<file path="config.mk">
export PLATFORM = sky130hd
export DESIGN_NAME = gray_code_plane_accumulator_core_flat
export DESIGN_NICKNAME = d
export VERILOG_FILES = /design/src/gcpa_pkg.sv /design/src/gcpa_req_if.sv /design/src/gcpa_rsp_if.sv /design/src/gcpa_csr_if.sv /design/src/gcpa_plane_stats.sv /design/src/gcpa_luma_stage.sv /design/src/gcpa_decide_stage.sv /design/src/gray_code_plane_accumulator_core.sv /design/src/flat_wrapper.sv
export VERILOG_INCLUDE_DIRS = /design/src /design/src/src
export SDC_FILE = /design/constraint.sdc
export NUM_CORES = 2
export LEC_CHECK = 0
export BUFFER_PORTS_ARGS = -buffer_cell sky130_fd_sc_hd__buf_4
export CORE_AREA = 3 3 460 462
export DETAILED_ROUTE_END_ITERATION = 10
export DIE_AREA = 0 0 463 465
export HOLD_SLACK_MARGIN = 0.15
export PLACE_DENSITY = 0.51
export SYNTH_ARGS = -nofsm -noshare
export SYNTH_HDL_FRONTEND = slang
export SYNTH_SLANG_ARGS = --single-unit
</file>
<file path="constraint.sdc">
create_clock -name clock -period 16 [get_ports clock]
set_input_delay 1.6 -clock clock [delete_from_list [all_inputs] [get_ports clock]]
set_output_delay 1.6 -clock clock [all_outputs]
set_load 0.05 [all_outputs]
</file>
<file path="src/gray_code_plane_accumulator_core_assert.svh">
// ----------------------------------------------------------------------------
// gray code plane accumulator assertion macros
// concurrent checks that drop out when SYNTH is defined
// ----------------------------------------------------------------------------
`ifndef GRAY_CODE_PLANE_ACCUMULATOR_CORE_ASSERT_SVH
`define GRAY_CODE_PLANE_ACCUMULATOR_CORE_ASSERT_SVH

`ifndef SYNTH
// same-cycle implication
`define GCPA_ASSERT_NOW(label, clk, rst, ante, cons) \
   label: assert property (@(posedge clk) disable iff (rst) (ante) |-> (cons)) \
      else $error("gcpa assertion failed");
// next-cycle implication
`define GCPA_ASSERT_NEXT(label, clk, rst, ante, cons) \
   label: assert property (@(posedge clk) disable iff (rst) (ante) |=> (cons)) \
      else $error("gcpa assertion failed");
`else
`define GCPA_ASSERT_NOW(label, clk, rst, ante, cons)
`define GCPA_ASSERT_NEXT(label, clk, rst, ante, cons)
`endif

`endif

</file>
<file path="src/gcpa_pkg.sv">
// ----------------------------------------------------------------------------
// gcpa_pkg
// shared types, constants and the luma function of the plane accumulator
// ----------------------------------------------------------------------------
`timescale 1ns / 1ps
`default_nettype none

package gcpa_pkg;

   localparam int PIX_W      = 8;
   localparam int CODE_W     = 16;
   localparam int CLASS_W    = 2;
   localparam int SUM_W      = 32;
   localparam int COUNT_W    = 24;
   localparam int PLANE_IDX_W = 4;
   localparam int CSR_IDX_W  = 4;
   localparam int CSR_DATA_W = 8;

   localparam int MAX_PLANES_DEF = 16;
   localparam int CODE_BITS_DEF  = 16;

   // register indexes
   localparam logic [CSR_IDX_W-1:0] REG_THRESHOLD   = 4'd0;
   localparam logic [CSR_IDX_W-1:0] REG_PLANE_INDEX = 4'd1;

   // pixel classes
   localparam logic [CLASS_W-1:0] CLS_SKIP    = 2'd0;
   localparam logic [CLASS_W-1:0] CLS_ZERO    = 2'd1;
   localparam logic [CLASS_W-1:0] CLS_ONE     = 2'd2;
   localparam logic [CLASS_W-1:0] CLS_INVALID = 2'd3;

   // q0.16 luma weights, sum is 65536
   localparam logic [23:0] W_RED   = 24'd19595;
   localparam logic [23:0] W_GREEN = 24'd38470;
   localparam logic [23:0] W_BLUE  = 24'd7471;

   typedef struct packed {
      logic [PIX_W-1:0]  pat_red;
      logic [PIX_W-1:0]  pat_green;
      logic [PIX_W-1:0]  pat_blue;
      logic [PIX_W-1:0]  inv_red;
      logic [PIX_W-1:0]  inv_green;
      logic [PIX_W-1:0]  inv_blue;
      logic [CODE_W-1:0] code_in;
   } req_data_type;

   typedef struct packed {
      logic              skip;
      logic              pat_gt;
      logic [CODE_W-1:0] code_shift;
      logic [PIX_W-1:0]  diff;
      logic [PIX_W-1:0]  bright_red;
      logic [PIX_W-1:0]  bright_green;
      logic [PIX_W-1:0]  bright_blue;
   } luma_data_type;

   typedef struct packed {
      logic             write;
      logic             add;
      logic [PIX_W-1:0] diff;
   } stats_req_type;

   typedef struct packed {
      logic [CODE_W-1:0]  code_out;
      logic [CLASS_W-1:0] pixel_class;
      logic               color_valid;
      logic [PIX_W-1:0]   color_red;
      logic [PIX_W-1:0]   color_green;
      logic [PIX_W-1:0]   color_blue;
      logic [PIX_W-1:0]   contrast;
      logic [SUM_W-1:0]   plane_sum;
      logic [COUNT_W-1:0] plane_count;
   } rsp_data_type;

   function automatic logic [PIX_W-1:0] luma(input logic [PIX_W-1:0] r,
                                              input logic [PIX_W-1:0] g,
                                              input logic [PIX_W-1:0] b);
      logic [23:0] acc;
      acc = W_RED * 24'(r) + W_GREEN * 24'(g) + W_BLUE * 24'(b);
      return acc[23:16];
   endfunction

endpackage

`default_nettype wire

</file>
<file path="src/gcpa_req_if.sv">
// ----------------------------------------------------------------------------
// gcpa_req_if
// pixel transaction channel: two captures and the current code word
// ----------------------------------------------------------------------------
`timescale 1ns / 1ps
`default_nettype none

interface gcpa_req_if;
   logic                          valid;
   logic                          ready;
   logic [gcpa_pkg::PIX_W-1:0]    pat_red;
   logic [gcpa_pkg::PIX_W-1:0]    pat_green;
   logic [gcpa_pkg::PIX_W-1:0]    pat_blue;
   logic [gcpa_pkg::PIX_W-1:0]    inv_red;
   logic [gcpa_pkg::PIX_W-1:0]    inv_green;
   logic [gcpa_pkg::PIX_W-1:0]    inv_blue;
   logic [gcpa_pkg::CODE_W-1:0]   code_in;

   modport source (output valid, pat_red, pat_green, pat_blue, inv_red, inv_green,
                   inv_blue, code_in, input ready);
   modport sink (input valid, pat_red, pat_green, pat_blue, inv_red, inv_green,
                 inv_blue, code_in, output ready);
endinterface

`default_nettype wire

</file>
<file path="src/gcpa_rsp_if.sv">
// ----------------------------------------------------------------------------
// gcpa_rsp_if
// result transaction channel: updated code word and plane statistics
// ----------------------------------------------------------------------------
`timescale 1ns / 1ps
`default_nettype none

interface gcpa_rsp_if;
   logic                          valid;
   logic                          ready;
   logic [gcpa_pkg::CODE_W-1:0]   code_out;
   logic [gcpa_pkg::CLASS_W-1:0]  pixel_class;
   logic                          color_valid;
   logic [gcpa_pkg::PIX_W-1:0]    color_red;
   logic [gcpa_pkg::PIX_W-1:0]    color_green;
   logic [gcpa_pkg::PIX_W-1:0]    color_blue;
   logic [gcpa_pkg::PIX_W-1:0]    contrast;
   logic [gcpa_pkg::SUM_W-1:0]    plane_sum;
   logic [gcpa_pkg::COUNT_W-1:0]  plane_count;

   modport source (output valid, code_out, pixel_class, color_valid, color_red,
                   color_green, color_blue, contrast, plane_sum, plane_count,
                   input ready);
   modport sink (input valid, code_out, pixel_class, color_valid, color_red,
                 color_green, color_blue, contrast, plane_sum, plane_count,
                 output ready);
endinterface

`default_nettype wire

</file>
<file path="src/gcpa_csr_if.sv">
// ----------------------------------------------------------------------------
// gcpa_csr_if
// register write channel
// ----------------------------------------------------------------------------
`timescale 1ns / 1ps
`default_nettype none

interface gcpa_csr_if;
   logic                              valid;
   logic                              ready;
   logic [gcpa_pkg::CSR_IDX_W-1:0]    index;
   logic [gcpa_pkg::CSR_DATA_W-1:0]   data;

   modport source (output valid, index, data, input ready);
   modport sink (input valid, index, data, output ready);
endinterface

`default_nettype wire

</file>
<file path="src/gcpa_plane_stats.sv">
// ----------------------------------------------------------------------------
// gcpa_plane_stats
// per-plane saturating contrast sum and valid count
// ----------------------------------------------------------------------------
`timescale 1ns / 1ps
`default_nettype none

module gcpa_plane_stats #(
   parameter int MAX_PLANES = gcpa_pkg::MAX_PLANES_DEF
) (
   input  wire logic                                clock,
   input  wire logic                                reset,
   input  wire gcpa_pkg::stats_req_type             stats_req,
   input  wire logic [gcpa_pkg::PLANE_IDX_W-1:0]    plane_index,
   output logic      [gcpa_pkg::SUM_W-1:0]          sum_next,
   output logic      [gcpa_pkg::COUNT_W-1:0]        count_next
);

   localparam int PLANE_W = (MAX_PLANES > 1) ? $clog2(MAX_PLANES) : 1;

   logic [gcpa_pkg::SUM_W-1:0]   sum_ff   [MAX_PLANES];
   logic [gcpa_pkg::COUNT_W-1:0] count_ff [MAX_PLANES];

   logic                          plane_ok;
   logic [PLANE_W-1:0]            idx;
   logic [gcpa_pkg::SUM_W-1:0]    cur_sum;
   logic [gcpa_pkg::COUNT_W-1:0]  cur_count;
   logic [gcpa_pkg::SUM_W:0]      sum_wide;
   logic [gcpa_pkg::SUM_W-1:0]    sat_sum;
   logic [gcpa_pkg::COUNT_W-1:0]  sat_count;
   logic                          do_add;

   assign plane_ok = {1'b0, plane_index} < (gcpa_pkg::PLANE_IDX_W + 1)'(MAX_PLANES);
   assign idx      = plane_index[PLANE_W-1:0];
   assign do_add   = stats_req.add && plane_ok;

   always_comb begin
      cur_sum   = plane_ok ? sum_ff[idx] : '0;
      cur_count = plane_ok ? count_ff[idx] : '0;
      sum_wide  = {1'b0, cur_sum} + (gcpa_pkg::SUM_W + 1)'(stats_req.diff);
      sat_sum   = sum_wide[gcpa_pkg::SUM_W] ? '1 : sum_wide[gcpa_pkg::SUM_W-1:0];
      sat_count = (&cur_count) ? cur_count : cur_count + 1'b1;
      sum_next   = do_add ? sat_sum : cur_sum;
      count_next = do_add ? sat_count : cur_count;
   end

   always_ff @(posedge clock) begin
      if (reset) begin
         for (int i = 0; i < MAX_PLANES; i++) begin
            sum_ff[i]   <= '0;
            count_ff[i] <= '0;
         end
      end else if (stats_req.write && do_add) begin
         sum_ff[idx]   <= sat_sum;
         count_ff[idx] <= sat_count;
      end
   end

endmodule

`default_nettype wire

</file>
<file path="src/gcpa_luma_stage.sv">
// ----------------------------------------------------------------------------
// gcpa_luma_stage
// luma of both captures, contrast, brighter colour and shifted code
// ----------------------------------------------------------------------------
`timescale 1ns / 1ps
`default_nettype none

module gcpa_luma_stage #(
   parameter int CODE_BITS = gcpa_pkg::CODE_BITS_DEF
) (
   input  wire logic                     clock,
   input  wire logic                     load,
   input  wire gcpa_pkg::req_data_type   req_data,
   output gcpa_pkg::luma_data_type       luma_data
);

   localparam logic [gcpa_pkg::CODE_W-1:0] CODE_MASK =
      gcpa_pkg::CODE_W'((32'd1 << CODE_BITS) - 32'd1);

   gcpa_pkg::luma_data_type    luma_ff;
   gcpa_pkg::luma_data_type    luma_in;
   logic [gcpa_pkg::PIX_W-1:0] y_pat;
   logic [gcpa_pkg::PIX_W-1:0] y_inv;
   logic [gcpa_pkg::CODE_W-1:0] code;

   always_comb begin
      y_pat = gcpa_pkg::luma(req_data.pat_red, req_data.pat_green, req_data.pat_blue);
      y_inv = gcpa_pkg::luma(req_data.inv_red, req_data.inv_green, req_data.inv_blue);
      code  = req_data.code_in & CODE_MASK;

      luma_in.skip       = (code == CODE_MASK);
      luma_in.pat_gt     = (y_pat > y_inv);
      luma_in.code_shift = {code[gcpa_pkg::CODE_W-2:0], 1'b0} & CODE_MASK;
      luma_in.diff       = luma_in.pat_gt ? (y_pat - y_inv) : (y_inv - y_pat);
      // brighter capture, the inverse wins ties
      luma_in.bright_red   = luma_in.pat_gt ? req_data.pat_red   : req_data.inv_red;
      luma_in.bright_green = luma_in.pat_gt ? req_data.pat_green : req_data.inv_green;
      luma_in.bright_blue  = luma_in.pat_gt ? req_data.pat_blue  : req_data.inv_blue;
   end

   always_ff @(posedge clock) begin
      if (load) begin
         luma_ff <= luma_in;
      end
   end

   assign luma_data = luma_ff;

endmodule

`default_nettype wire

</file>
<file path="src/gcpa_decide_stage.sv">
// ----------------------------------------------------------------------------
// gcpa_decide_stage
// threshold decision, code update, statistics and result register
// ----------------------------------------------------------------------------
`timescale 1ns / 1ps
`default_nettype none

module gcpa_decide_stage #(
   parameter int MAX_PLANES = gcpa_pkg::MAX_PLANES_DEF,
   parameter int CODE_BITS  = gcpa_pkg::CODE_BITS_DEF
) (
   input  wire logic                                clock,
   input  wire logic                                reset,
   input  wire logic                                load,
   input  wire gcpa_pkg::luma_data_type             luma_data,
   input  wire logic [gcpa_pkg::PIX_W-1:0]          threshold,
   input  wire logic [gcpa_pkg::PLANE_IDX_W-1:0]    plane_index,
   output gcpa_pkg::rsp_data_type                   rsp_data
);

   localparam logic [gcpa_pkg::CODE_W-1:0] CODE_MASK =
      gcpa_pkg::CODE_W'((32'd1 << CODE_BITS) - 32'd1);

   gcpa_pkg::rsp_data_type        rsp_ff;
   gcpa_pkg::rsp_data_type        rsp_in;
   gcpa_pkg::stats_req_type       stats_req;
   logic                          hit;
   logic [gcpa_pkg::SUM_W-1:0]    sum_next;
   logic [gcpa_pkg::COUNT_W-1:0]  count_next;

   assign hit = !luma_data.skip && (luma_data.diff > threshold);

   always_comb begin
      stats_req.write = load;
      stats_req.add   = hit;
      stats_req.diff  = luma_data.diff;
   end

   gcpa_plane_stats #(
      .MAX_PLANES (MAX_PLANES)
   ) u_stats (
      .clock       (clock),
      .reset       (reset),
      .stats_req   (stats_req),
      .plane_index (plane_index),
      .sum_next    (sum_next),
      .count_next  (count_next)
   );

   always_comb begin
      rsp_in.color_valid = hit;
      rsp_in.color_red   = hit ? luma_data.bright_red   : '0;
      rsp_in.color_green = hit ? luma_data.bright_green : '0;
      rsp_in.color_blue  = hit ? luma_data.bright_blue  : '0;
      rsp_in.contrast    = luma_data.skip ? '0 : luma_data.diff;
      rsp_in.plane_sum   = sum_next;
      rsp_in.plane_count = count_next;
      if (luma_data.skip) begin
         rsp_in.code_out    = CODE_MASK;
         rsp_in.pixel_class = gcpa_pkg::CLS_SKIP;
      end else if (hit && luma_data.pat_gt) begin
         rsp_in.code_out    = luma_data.code_shift | gcpa_pkg::CODE_W'(1);
         rsp_in.pixel_class = gcpa_pkg::CLS_ONE;
      end else if (hit) begin
         rsp_in.code_out    = luma_data.code_shift;
         rsp_in.pixel_class = gcpa_pkg::CLS_ZERO;
      end else begin
         rsp_in.code_out    = CODE_MASK;
         rsp_in.pixel_class = gcpa_pkg::CLS_INVALID;
      end
   end

   always_ff @(posedge clock) begin
      if (load) begin
         rsp_ff <= rsp_in;
      end
   end

   assign rsp_data = rsp_ff;

endmodule

`default_nettype wire

</file>
<file path="src/gray_code_plane_accumulator_core.sv">
// path: an accepted req passes the input, luma and result registers in turn before rsp valid is seen
// throughput: one transaction per cycle while rsp is ready, set by the single stats update per pixel
// rsp backpressure stalls the three stages; req stays ready while a stage is free
// reset: synchronous, clears valid bits, threshold, plane index and all plane stats
// plane stats are flip-flops cleared in the reset cycle, no clearing pass
// ----------------------------------------------------------------------------
// gray_code_plane_accumulator_core
// structured-light gray code bit-plane decoder with per-plane contrast stats
// ----------------------------------------------------------------------------
`timescale 1ns / 1ps
`default_nettype none

`include "gray_code_plane_accumulator_core_assert.svh"

module gray_code_plane_accumulator_core #(
   parameter int MAX_PLANES = gcpa_pkg::MAX_PLANES_DEF,
   parameter int CODE_BITS  = gcpa_pkg::CODE_BITS_DEF
) (
   input  wire logic    clock,
   input  wire logic    reset,
   gcpa_req_if.sink     req_bus,
   gcpa_rsp_if.source   rsp_bus,
   gcpa_csr_if.sink     csr_bus
);

   // ------------------------------------------------------------------
   // configuration registers, writes are always taken
   // ------------------------------------------------------------------
   logic [gcpa_pkg::PIX_W-1:0]       threshold_ff;
   logic [gcpa_pkg::PIX_W-1:0]       threshold_in;
   logic [gcpa_pkg::PLANE_IDX_W-1:0] plane_index_ff;
   logic [gcpa_pkg::PLANE_IDX_W-1:0] plane_index_in;
   logic                             csr_write;

   assign csr_bus.ready = 1'b1;
   assign csr_write     = csr_bus.valid && csr_bus.ready;

   always_comb begin
      threshold_in   = threshold_ff;
      plane_index_in = plane_index_ff;
      if (csr_write) begin
         unique case (csr_bus.index)
            gcpa_pkg::REG_THRESHOLD:   threshold_in = csr_bus.data;
            gcpa_pkg::REG_PLANE_INDEX: plane_index_in =
               csr_bus.data[gcpa_pkg::PLANE_IDX_W-1:0];
            default: ;  // unmapped index, write is dropped
         endcase
      end
   end

   always_ff @(posedge clock) begin
      if (reset) begin
         threshold_ff   <= '0;
         plane_index_ff <= '0;
      end else begin
         threshold_ff   <= threshold_in;
         plane_index_ff <= plane_index_in;
      end
   end

   // ------------------------------------------------------------------
   // pipeline flow control: each stage loads when empty or draining
   // ------------------------------------------------------------------
   logic in_valid_ff,   in_valid_in;
   logic luma_valid_ff, luma_valid_in;
   logic rsp_valid_ff,  rsp_valid_in;
   logic in_ready, luma_ready, rsp_stage_ready;
   logic load_in, load_luma, load_rsp;

   assign rsp_stage_ready = !rsp_valid_ff || rsp_bus.ready;
   assign luma_ready      = !luma_valid_ff || rsp_stage_ready;
   assign in_ready        = !in_valid_ff || luma_ready;

   assign load_in   = req_bus.valid && in_ready;
   assign load_luma = in_valid_ff && luma_ready;
   assign load_rsp  = luma_valid_ff && rsp_stage_ready;

   assign in_valid_in   = load_in || (in_valid_ff && !luma_ready);
   assign luma_valid_in = load_luma || (luma_valid_ff && !rsp_stage_ready);
   assign rsp_valid_in  = load_rsp || (rsp_valid_ff && !rsp_bus.ready);

   always_ff @(posedge clock) begin
      if (reset) begin
         in_valid_ff   <= 1'b0;
         luma_valid_ff <= 1'b0;
         rsp_valid_ff  <= 1'b0;
      end else begin
         in_valid_ff   <= in_valid_in;
         luma_valid_ff <= luma_valid_in;
         rsp_valid_ff  <= rsp_valid_in;
      end
   end

   assign req_bus.ready = in_ready;

   // ------------------------------------------------------------------
   // input register
   // ------------------------------------------------------------------
   gcpa_pkg::req_data_type req_data_ff;
   gcpa_pkg::req_data_type req_data_in;

   always_comb begin
      req_data_in.pat_red   = req_bus.pat_red;
      req_data_in.pat_green = req_bus.pat_green;
      req_data_in.pat_blue  = req_bus.pat_blue;
      req_data_in.inv_red   = req_bus.inv_red;
      req_data_in.inv_green = req_bus.inv_green;
      req_data_in.inv_blue  = req_bus.inv_blue;
      req_data_in.code_in   = req_bus.code_in;
   end

   always_ff @(posedge clock) begin
      if (load_in) begin
         req_data_ff <= req_data_in;
      end
   end

   // ------------------------------------------------------------------
   // luma stage and decision stage
   // ------------------------------------------------------------------
   gcpa_pkg::luma_data_type luma_data;
   gcpa_pkg::rsp_data_type  rsp_data;

   gcpa_luma_stage #(
      .CODE_BITS (CODE_BITS)
   ) u_luma (
      .clock     (clock),
      .load      (load_luma),
      .req_data  (req_data_ff),
      .luma_data (luma_data)
   );

   // stats are read and written here, so back-to-back pixels on one plane
   // always see the previous update
   gcpa_decide_stage #(
      .MAX_PLANES (MAX_PLANES),
      .CODE_BITS  (CODE_BITS)
   ) u_decide (
      .clock       (clock),
      .reset       (reset),
      .load        (load_rsp),
      .luma_data   (luma_data),
      .threshold   (threshold_ff),
      .plane_index (plane_index_ff),
      .rsp_data    (rsp_data)
   );

   // ------------------------------------------------------------------
   // result channel
   // ------------------------------------------------------------------
   assign rsp_bus.valid       = rsp_valid_ff;
   assign rsp_bus.code_out    = rsp_data.code_out;
   assign rsp_bus.pixel_class = rsp_data.pixel_class;
   assign rsp_bus.color_valid = rsp_data.color_valid;
   assign rsp_bus.color_red   = rsp_data.color_red;
   assign rsp_bus.color_green = rsp_data.color_green;
   assign rsp_bus.color_blue  = rsp_data.color_blue;
   assign rsp_bus.contrast    = rsp_data.contrast;
   assign rsp_bus.plane_sum   = rsp_data.plane_sum;
   assign rsp_bus.plane_count = rsp_data.plane_count;

   // ------------------------------------------------------------------
   // assertions
   // ------------------------------------------------------------------
   // a skipped pixel carries no colour and no contrast
   `GCPA_ASSERT_NOW(a_skip_quiet, clock, reset, rsp_valid_ff && rsp_data.pixel_class == gcpa_pkg::CLS_SKIP, !rsp_data.color_valid && rsp_data.contrast == '0)
   // colour is emitted exactly for a decoded bit
   `GCPA_ASSERT_NOW(a_color_class, clock, reset, rsp_valid_ff, rsp_data.color_valid == (rsp_data.pixel_class == gcpa_pkg::CLS_ONE || rsp_data.pixel_class == gcpa_pkg::CLS_ZERO))
   // a pixel that failed the threshold had low contrast
   `GCPA_ASSERT_NOW(a_invalid_low, clock, reset, rsp_valid_ff && rsp_data.pixel_class == gcpa_pkg::CLS_INVALID, rsp_data.contrast <= threshold_ff)
   // the appended bit matches the class
   `GCPA_ASSERT_NOW(a_bit_class, clock, reset, rsp_valid_ff && rsp_data.color_valid, rsp_data.code_out[0] == (rsp_data.pixel_class == gcpa_pkg::CLS_ONE))
   // a luma entry moved into the result register shows rsp valid next cycle
   `GCPA_ASSERT_NEXT(a_luma_to_rsp, clock, reset, load_rsp, rsp_valid_ff)

endmodule

`default_nettype wire

</file>
<file path="src/flat_wrapper.sv">
// flat-port wrapper written by rule: the top's interface ports become plain ports
module gray_code_plane_accumulator_core_flat 
#(
   parameter int MAX_PLANES = gcpa_pkg::MAX_PLANES_DEF,
   parameter int CODE_BITS  = gcpa_pkg::CODE_BITS_DEF
)
  (clock, reset, req_bus_valid, req_bus_pat_red, req_bus_pat_green, req_bus_pat_blue, req_bus_inv_red, req_bus_inv_green, req_bus_inv_blue, req_bus_code_in, req_bus_ready, rsp_bus_valid, rsp_bus_code_out, rsp_bus_pixel_class, rsp_bus_color_valid, rsp_bus_color_red, rsp_bus_color_green, rsp_bus_color_blue, rsp_bus_contrast, rsp_bus_plane_sum, rsp_bus_plane_count, rsp_bus_ready, csr_bus_valid, csr_bus_index, csr_bus_data, csr_bus_ready);
  gcpa_req_if req_bus_i ();
  gcpa_rsp_if rsp_bus_i ();
  gcpa_csr_if csr_bus_i ();
  input  wire logic clock;
  input  wire logic reset;
  input wire logic [$bits(req_bus_i.valid)-1:0] req_bus_valid;
  input wire logic [$bits(req_bus_i.pat_red)-1:0] req_bus_pat_red;
  input wire logic [$bits(req_bus_i.pat_green)-1:0] req_bus_pat_green;
  input wire logic [$bits(req_bus_i.pat_blue)-1:0] req_bus_pat_blue;
  input wire logic [$bits(req_bus_i.inv_red)-1:0] req_bus_inv_red;
  input wire logic [$bits(req_bus_i.inv_green)-1:0] req_bus_inv_green;
  input wire logic [$bits(req_bus_i.inv_blue)-1:0] req_bus_inv_blue;
  input wire logic [$bits(req_bus_i.code_in)-1:0] req_bus_code_in;
  output wire logic [$bits(req_bus_i.ready)-1:0] req_bus_ready;
  output wire logic [$bits(rsp_bus_i.valid)-1:0] rsp_bus_valid;
  output wire logic [$bits(rsp_bus_i.code_out)-1:0] rsp_bus_code_out;
  output wire logic [$bits(rsp_bus_i.pixel_class)-1:0] rsp_bus_pixel_class;
  output wire logic [$bits(rsp_bus_i.color_valid)-1:0] rsp_bus_color_valid;
  output wire logic [$bits(rsp_bus_i.color_red)-1:0] rsp_bus_color_red;
  output wire logic [$bits(rsp_bus_i.color_green)-1:0] rsp_bus_color_green;
  output wire logic [$bits(rsp_bus_i.color_blue)-1:0] rsp_bus_color_blue;
  output wire logic [$bits(rsp_bus_i.contrast)-1:0] rsp_bus_contrast;
  output wire logic [$bits(rsp_bus_i.plane_sum)-1:0] rsp_bus_plane_sum;
  output wire logic [$bits(rsp_bus_i.plane_count)-1:0] rsp_bus_plane_count;
  input wire logic [$bits(rsp_bus_i.ready)-1:0] rsp_bus_ready;
  input wire logic [$bits(csr_bus_i.valid)-1:0] csr_bus_valid;
  input wire logic [$bits(csr_bus_i.index)-1:0] csr_bus_index;
  input wire logic [$bits(csr_bus_i.data)-1:0] csr_bus_data;
  output wire logic [$bits(csr_bus_i.ready)-1:0] csr_bus_ready;
  assign req_bus_i.valid = req_bus_valid;
  assign req_bus_i.pat_red = req_bus_pat_red;
  assign req_bus_i.pat_green = req_bus_pat_green;
  assign req_bus_i.pat_blue = req_bus_pat_blue;
  assign req_bus_i.inv_red = req_bus_inv_red;
  assign req_bus_i.inv_green = req_bus_inv_green;
  assign req_bus_i.inv_blue = req_bus_inv_blue;
  assign req_bus_i.code_in = req_bus_code_in;
  assign req_bus_ready = req_bus_i.ready;
  assign rsp_bus_valid = rsp_bus_i.valid;
  assign rsp_bus_code_out = rsp_bus_i.code_out;
  assign rsp_bus_pixel_class = rsp_bus_i.pixel_class;
  assign rsp_bus_color_valid = rsp_bus_i.color_valid;
  assign rsp_bus_color_red = rsp_bus_i.color_red;
  assign rsp_bus_color_green = rsp_bus_i.color_green;
  assign rsp_bus_color_blue = rsp_bus_i.color_blue;
  assign rsp_bus_contrast = rsp_bus_i.contrast;
  assign rsp_bus_plane_sum = rsp_bus_i.plane_sum;
  assign rsp_bus_plane_count = rsp_bus_i.plane_count;
  assign rsp_bus_i.ready = rsp_bus_ready;
  assign csr_bus_i.valid = csr_bus_valid;
  assign csr_bus_i.index = csr_bus_index;
  assign csr_bus_i.data = csr_bus_data;
  assign csr_bus_ready = csr_bus_i.ready;
  gray_code_plane_accumulator_core #(.MAX_PLANES(MAX_PLANES), .CODE_BITS(CODE_BITS)) u_core (.clock(clock), .reset(reset), .req_bus(req_bus_i), .rsp_bus(rsp_bus_i), .csr_bus(csr_bus_i));
endmodule
</file>
-- Word-level counts from Yosys, hierarchy flattened
Memories as Yosys holds them, arrays and structs flattened. A register that Yosys moved wholly into a read port is not among the register bits.
Index checks and enable logic that the tools add are counted.
- output and inout port bits: 110
- memories kept: 2
- bits of input ports: 81
- word-level logic and storage cells: 106
- flip-flop bits (word level): 235
- memory bits (writable): 896
- multiply operators: 6
- reduce and logical (&&, ||, !) cells: 30
- bitwise operators: 1
- $lt $le $gt $ge: 2
- equal/unequal tests: 2
- add/sub/neg operators: 8
- muxes and demuxes: 25
- memory list (memory ; depth ; width ; rd ports ; clocked after memory_dff ; write ports ; RTL line ; text):
    u_core.u_decide.u_stats.sum_ff ; 16 ; 32 ; 1 ; 1 ; 16 ; gcpa_plane_stats.sv:21 ; logic [gcpa_pkg::SUM_W-1:0] sum_ff [MAX_PLANES];
    u_core.u_decide.u_stats.count_ff ; 16 ; 24 ; 1 ; 1 ; 16 ; gcpa_plane_stats.sv:22 ; logic [gcpa_pkg::COUNT_W-1:0] count_ff [MAX_PLANES];
- operators by type and width (kind ; count):
    $mux W32 ; 3
    $mul A15 B8 Y23 const A ; 4
    $mux W24 ; 3
    $add A23 B24 Y24 ; 2
    $add A24 B21 Y24 ; 2
    $mul A13 B8 Y21 const A ; 2
    $mux W18 ; 2
    $add A32 B8 Y33 ; 1
    $mux W8 ; 4
    $reduce_or A32 Y1 ; 1
    $add A24 B1 Y24 const B ; 1
    $mux W4 ; 6
    $reduce_and A24 Y1 ; 1
    $reduce_or A24 Y1 ; 1
    $eq A16 B16 Y1 const B ; 1
    $gt A8 B8 Y1 ; 2
    $sub A8 B8 Y8 ; 2
    $logic_and A1 B1 Y1 ; 9
    $logic_not A1 Y1 ; 7
    $mux W1 ; 7
    $logic_or A1 B1 Y1 ; 6
    $eq A4 B1 Y1 const B ; 1
    $logic_not A4 Y1 ; 1
    $reduce_and A2 Y1 ; 2
    other kinds (3) ; 3

-- Longest topological paths before layout
- depth in word-level cells: 9
- depth in mapped cells: 41
- mapped depth without buffers: 39

-- Hierarchy
A second synthesis with hierarchy kept.
- cells, all modules: 4635
- area, all modules: 62008.2 sq um
- by module, submodules not included (module ; times used ; seq. area each (sq um) ; cells each ; area each (sq um)):
    gcpa_plane_stats ; 1 ; 26905.8 ; 2854 ; 41064.4
    gcpa_luma_stage ; 1 ; 1471.4 ; 1452 ; 14488.9
    gcpa_decide_stage ; 1 ; 3213.1 ; 199 ; 3852.4
    gray_code_plane_accumulator_core ; 1 ; 2222.1 ; 130 ; 2602.5

-- Least setup slack after synthesis
Ideal clock, no wire load.
- path kind: flip-flop to flip-flop
- start: reg u_core.req_data_ff[30] (netlist bit)
- end: reg u_core.u_luma.luma_ff, in the netlist u_core.u_luma.luma_data[11], data pin
- path slack: 6716 ps
- period minus slack after synthesis: 9284 ps
- setup time: 260 ps
- stages on the path, launching flop included: 36
- data arrival time: 9024 ps
- buffers on the path: 3
- required time: 15740 ps
- path through: edfxtp_1 > ha_1 > inv_1 > fa_1 > fa_1 > inv_1 > ha_1 > and3b_1 > o21a_1 > o21ai_0 > a21oi_1 > o31a_1 > o21a_1 > nor2_1 > fa_1 > fa_1 > inv_1 > fa_1 > fa_1 > inv_1 > ha_1 > a21o_1 > a21o_1 > a21oi_1 > o21ai_0 > a211oi_1 > o21bai_1 > xor2_1 > ha_1 > nand4_1 > o221ai_1 > and2_1 > clkbuf_1 > clkbuf_1 > clkbuf_1 > mux2_2
- RTL lines (item ; RTL line ; text):
    start, declared ; gray_code_plane_accumulator_core.sv:99 ; gcpa_pkg::req_data_type req_data_ff;
    start signal, assigned ; gray_code_plane_accumulator_core.sv:114 ; req_data_ff <= req_data_in;
    end signal, assigned ; gcpa_luma_stage.sv:43 ; luma_ff <= luma_in;
    end, declared ; gcpa_luma_stage.sv:20 ; gcpa_pkg::luma_data_type luma_ff;

==> results.txt <==
- The flow ran to the end, and the final reports show no timing, DRC or antenna violations.
* Commonest non-fill, non-tap cells in the layout: sky130_fd_sc_hd__edfxtp_1, sky130_fd_sc_hd__nor2_1, sky130_fd_sc_hd__inv_1
* Port Buffer Count: 189
- Setup violations remaining at the end of the flow were counted as 0.
- Fraction of met1 tracks used by global routing: 23.8%
- Final total negative setup slack: 0 ps
- Library cell contributing the largest single delay on the critical path: sky130_fd_sc_hd__and2_2
- Design area: 70200 um2
- Critical Path AT: 10810 ps
* Clock-pin slew of the registers on the worst-case setup and hold paths: 80 ps
* RSZ-0062 raised after global routing: false
* Vias after detailed routing: 38100
- By startpoint and endpoint, the worst setup path is classified as reg2reg.
- The cell area that synthesis handed to floorplanning was 62200 um2.
* DP Area: 66500 um2
* Net total in the final layout: 5403
* Number of buffers created by CTS: 115
- Dominant cell type by count on the critical path: sky130_fd_sc_hd__fa_1
- STA classifies the critical path endpoint as a flop.
* Clock latency of the later-clocked register in the worst-skew pair: 780 ps
- The tree built by TritonCTS fans out to 1135 sinks.
* Minimum setup slack among reg-to-reg paths: 5680 ps
- The worst hold path belongs to the class reg2reg.
- Clk Tree Root Cell: sky130_fd_sc_hd__clkbuf_16
- The number of endpoints with negative hold slack in the final report was 0.
* Global route hottest layer: met2
- The worst hold path terminates at u_core.u_luma.luma_data[35]$_DFFE_PP_.
- Achievable frequency: 96.9 MHz
* Slew of the pin with the lowest slew margin: 1330 ps
- Synthesis handed over a netlist of 4620 instances.
- In this run, synthesis inferred 1116 flip-flops with an integrated enable.
- Setup WS post-layout: 5680 ps
- For this run, asynchronously set or reset flops after synthesis account for 0%.
- Longest Clk Path Bufs: 3
- In the final routed layout, each cell accounts on average for 24.7 um.
* Post-CTS resize count: 0
* Aggregate global routing overflow: 0
- TritonCTS built the clock tree.
* Reg-to-reg startpoint: u_core.req_data_ff[29]$_DFFE_PP_
- Measured against its own limit, the worst slew margin works out to 11.2%.
- After legalization and detailed placement, the total HPWL measured 116000 um.
* Die outline area: 215000 um2
* Overall routing resource usage: 17.3%
* Required time at the endpoint of the critical path: 16490 ps
- Count of different cell masters after synthesis: 103
- Largest net degree at the start of global routing: 83
- Vias in the first global route: 39600
- Synth-to-Final Area Change: 12.8%
* Worst Min Path Start: u_core.req_data_ff[2]$_DFFE_PP_
* Site row count: 167
- Final period utilization: 64.5%
* H-tree levels: 3
* Prevailing post-synth register cell: sky130_fd_sc_hd__edfxtp_1
- Type of origin of the critical path: flop
- R2r worst-path depth: 35
- Vias per cell: 4.99
* Proportion of layout cells with a drive suffix above 1: 15.0%
- Die H: 465 um
* Final count of pins violating max slew: 0
- For this run, design rule violations remaining after detail routing come to 0.
- The first global-routing pass estimated 275000 um of wire.
- Initial detailed-routing violation count: 3519
- Counting I/O delays and the setup requirement, the final critical path takes 10320 ps.
- Along the worst hold path, the cell count comes to 0.
- ANT nets after route: 0
* Number of buffers inserted to repair setup after CTS: 0
- Met3 routing resource usage after global routing: 2.52%
- Portion of the post-synthesis area used by sequential elements: 54.5%
- For this block, the routed nets add up to 189000 um of wire.
- Post-route clock skew: 104 ps
* Max Fanout on Critical Path: 55
- WP buf/inv: 4
- Counting flops and latches in the post-synthesis netlist gives 1135.
- The floorplan step set the die width to 463 um.
* Reg-to-Reg End: u_core.u_luma.luma_data[29]$_DFFE_PP_
* Starting density of the core: 30.0%
* Initial antenna violation count: 3
- Iteration count of the initial detailed-routing pass: 6
- When the netlist entered floorplanning its net count stood at 5283.
- 191 I/O pins were placed.
- The congestion estimate from routability-driven global placement came to 0.828.
- Core area: 207000 um2
* Global-route met2 utilization: 28.9%
- Slowest stage delay, CP: 900 ps
- On the critical path the largest part of the delay comes from adder cells.
- The library cell used most frequently in the layout, excluding fill and tap cells, is sky130_fd_sc_hd__edfxtp_1.
- The critical path runs through a total of 35 cells.
- The average instance in the mapped netlist occupies 13.5 um2.
* Yosys synthesis warning count: 0
* Post-placement setup slack: 5700 ps
- Buffers inserted to repair hold after CTS numbered 0.
* Max_cap viols: 0
[cell usage after synthesis, types with 60 or more instances]
master	count	area (um2)
sky130_fd_sc_hd__nor2_1	968	3630
sky130_fd_sc_hd__clkbuf_1	158	593
sky130_fd_sc_hd__xnor2_1	60	526
sky130_fd_sc_hd__edfxtp_1	1116	33500
sky130_fd_sc_hd__mux4_1	62	1630
sky130_fd_sc_hd__a21oi_1	77	385
sky130_fd_sc_hd__ha_1	343	4290
sky130_fd_sc_hd__mux2i_1	66	661
sky130_fd_sc_hd__fa_1	239	4780
sky130_fd_sc_hd__mux4_2	173	3900
sky130_fd_sc_hd__nand2_1	121	454
sky130_fd_sc_hd__inv_1	448	1680
[logic make-up after synthesis]
family	Yosys count	share of synthesized area [%]
fa+ha+maj	582	14.6
mux	322	10.3
simple gates	1401	9.75
other cells	1	0.00603
buf+inv	718	5.23
xor+xnor	95	1.43
compound gates	366	4.20
flops	1135	54.5
[final cells by class]
type,count,area [um2]
clock inverters,76,706
clock buffers,138,2980
diodes,2,5.00
fillers,20200,137000
inverters,450,1700
repair buffers,271,2050
multi-input cells,2767,25400
well taps,2788,3490
flip-flops and latches,1135,33900
[how the worst max path moves through the flow]
stage	startpoint	to	slack [ps]
2_1_floorplan	u_core.req_data_ff[30]$_DFFE_PP_	u_core.u_luma.luma_data[11]$_DFFE_PP_	6720
3_3_place_gp	u_core.req_data_ff[29]$_DFFE_PP_	u_core.u_luma.luma_data[29]$_DFFE_PP_	5740
3_5_place_dp	u_core.req_data_ff[30]$_DFFE_PP_	u_core.u_luma.luma_data[29]$_DFFE_PP_	5700
4_1_cts	u_core.req_data_ff[30]$_DFFE_PP_	u_core.u_luma.luma_data[29]$_DFFE_PP_	5650
5_1_grt	u_core.req_data_ff[29]$_DFFE_PP_	u_core.u_luma.luma_data[29]$_DFFE_PP_	4980
6_report	u_core.req_data_ff[29]$_DFFE_PP_	u_core.u_luma.luma_data[29]$_DFFE_PP_	5680
[flip-flops by register name, indices dropped and copies added, names as in the netlist, 4 cells and up, named ones only]
signal and flops:
u_core.u_luma.luma_data 49, u_core.threshold_ff 8, u_core.u_decide.u_stats.count_ff 384, u_core.plane_index_ff 4
u_core.req_data_ff 64, u_core.u_decide.u_stats.sum_ff 512, u_core.u_decide.rsp_data 107
[stage by stage]
step                      std cells  utilization (%)  hold slack [ps]
after floorplan                4620                -              426
after global placement         7411             32.1              434
after detailed placement       7411             32.1              437
final                          7627             33.8              439
after global routing           7625             33.8              450
after CTS                      7625             33.8              435
[metal layers]
layer / wire [um] / up-vias
met5: 0 / -
met4: 4500 / 0
met3: 11800 / 234
met2: 90000 / 1363
met1: 82300 / 19800
li1: - / 16700
Power is not shown: default switching activity piles up to over one toggle a cycle in this logic, so the estimate is an artifact.
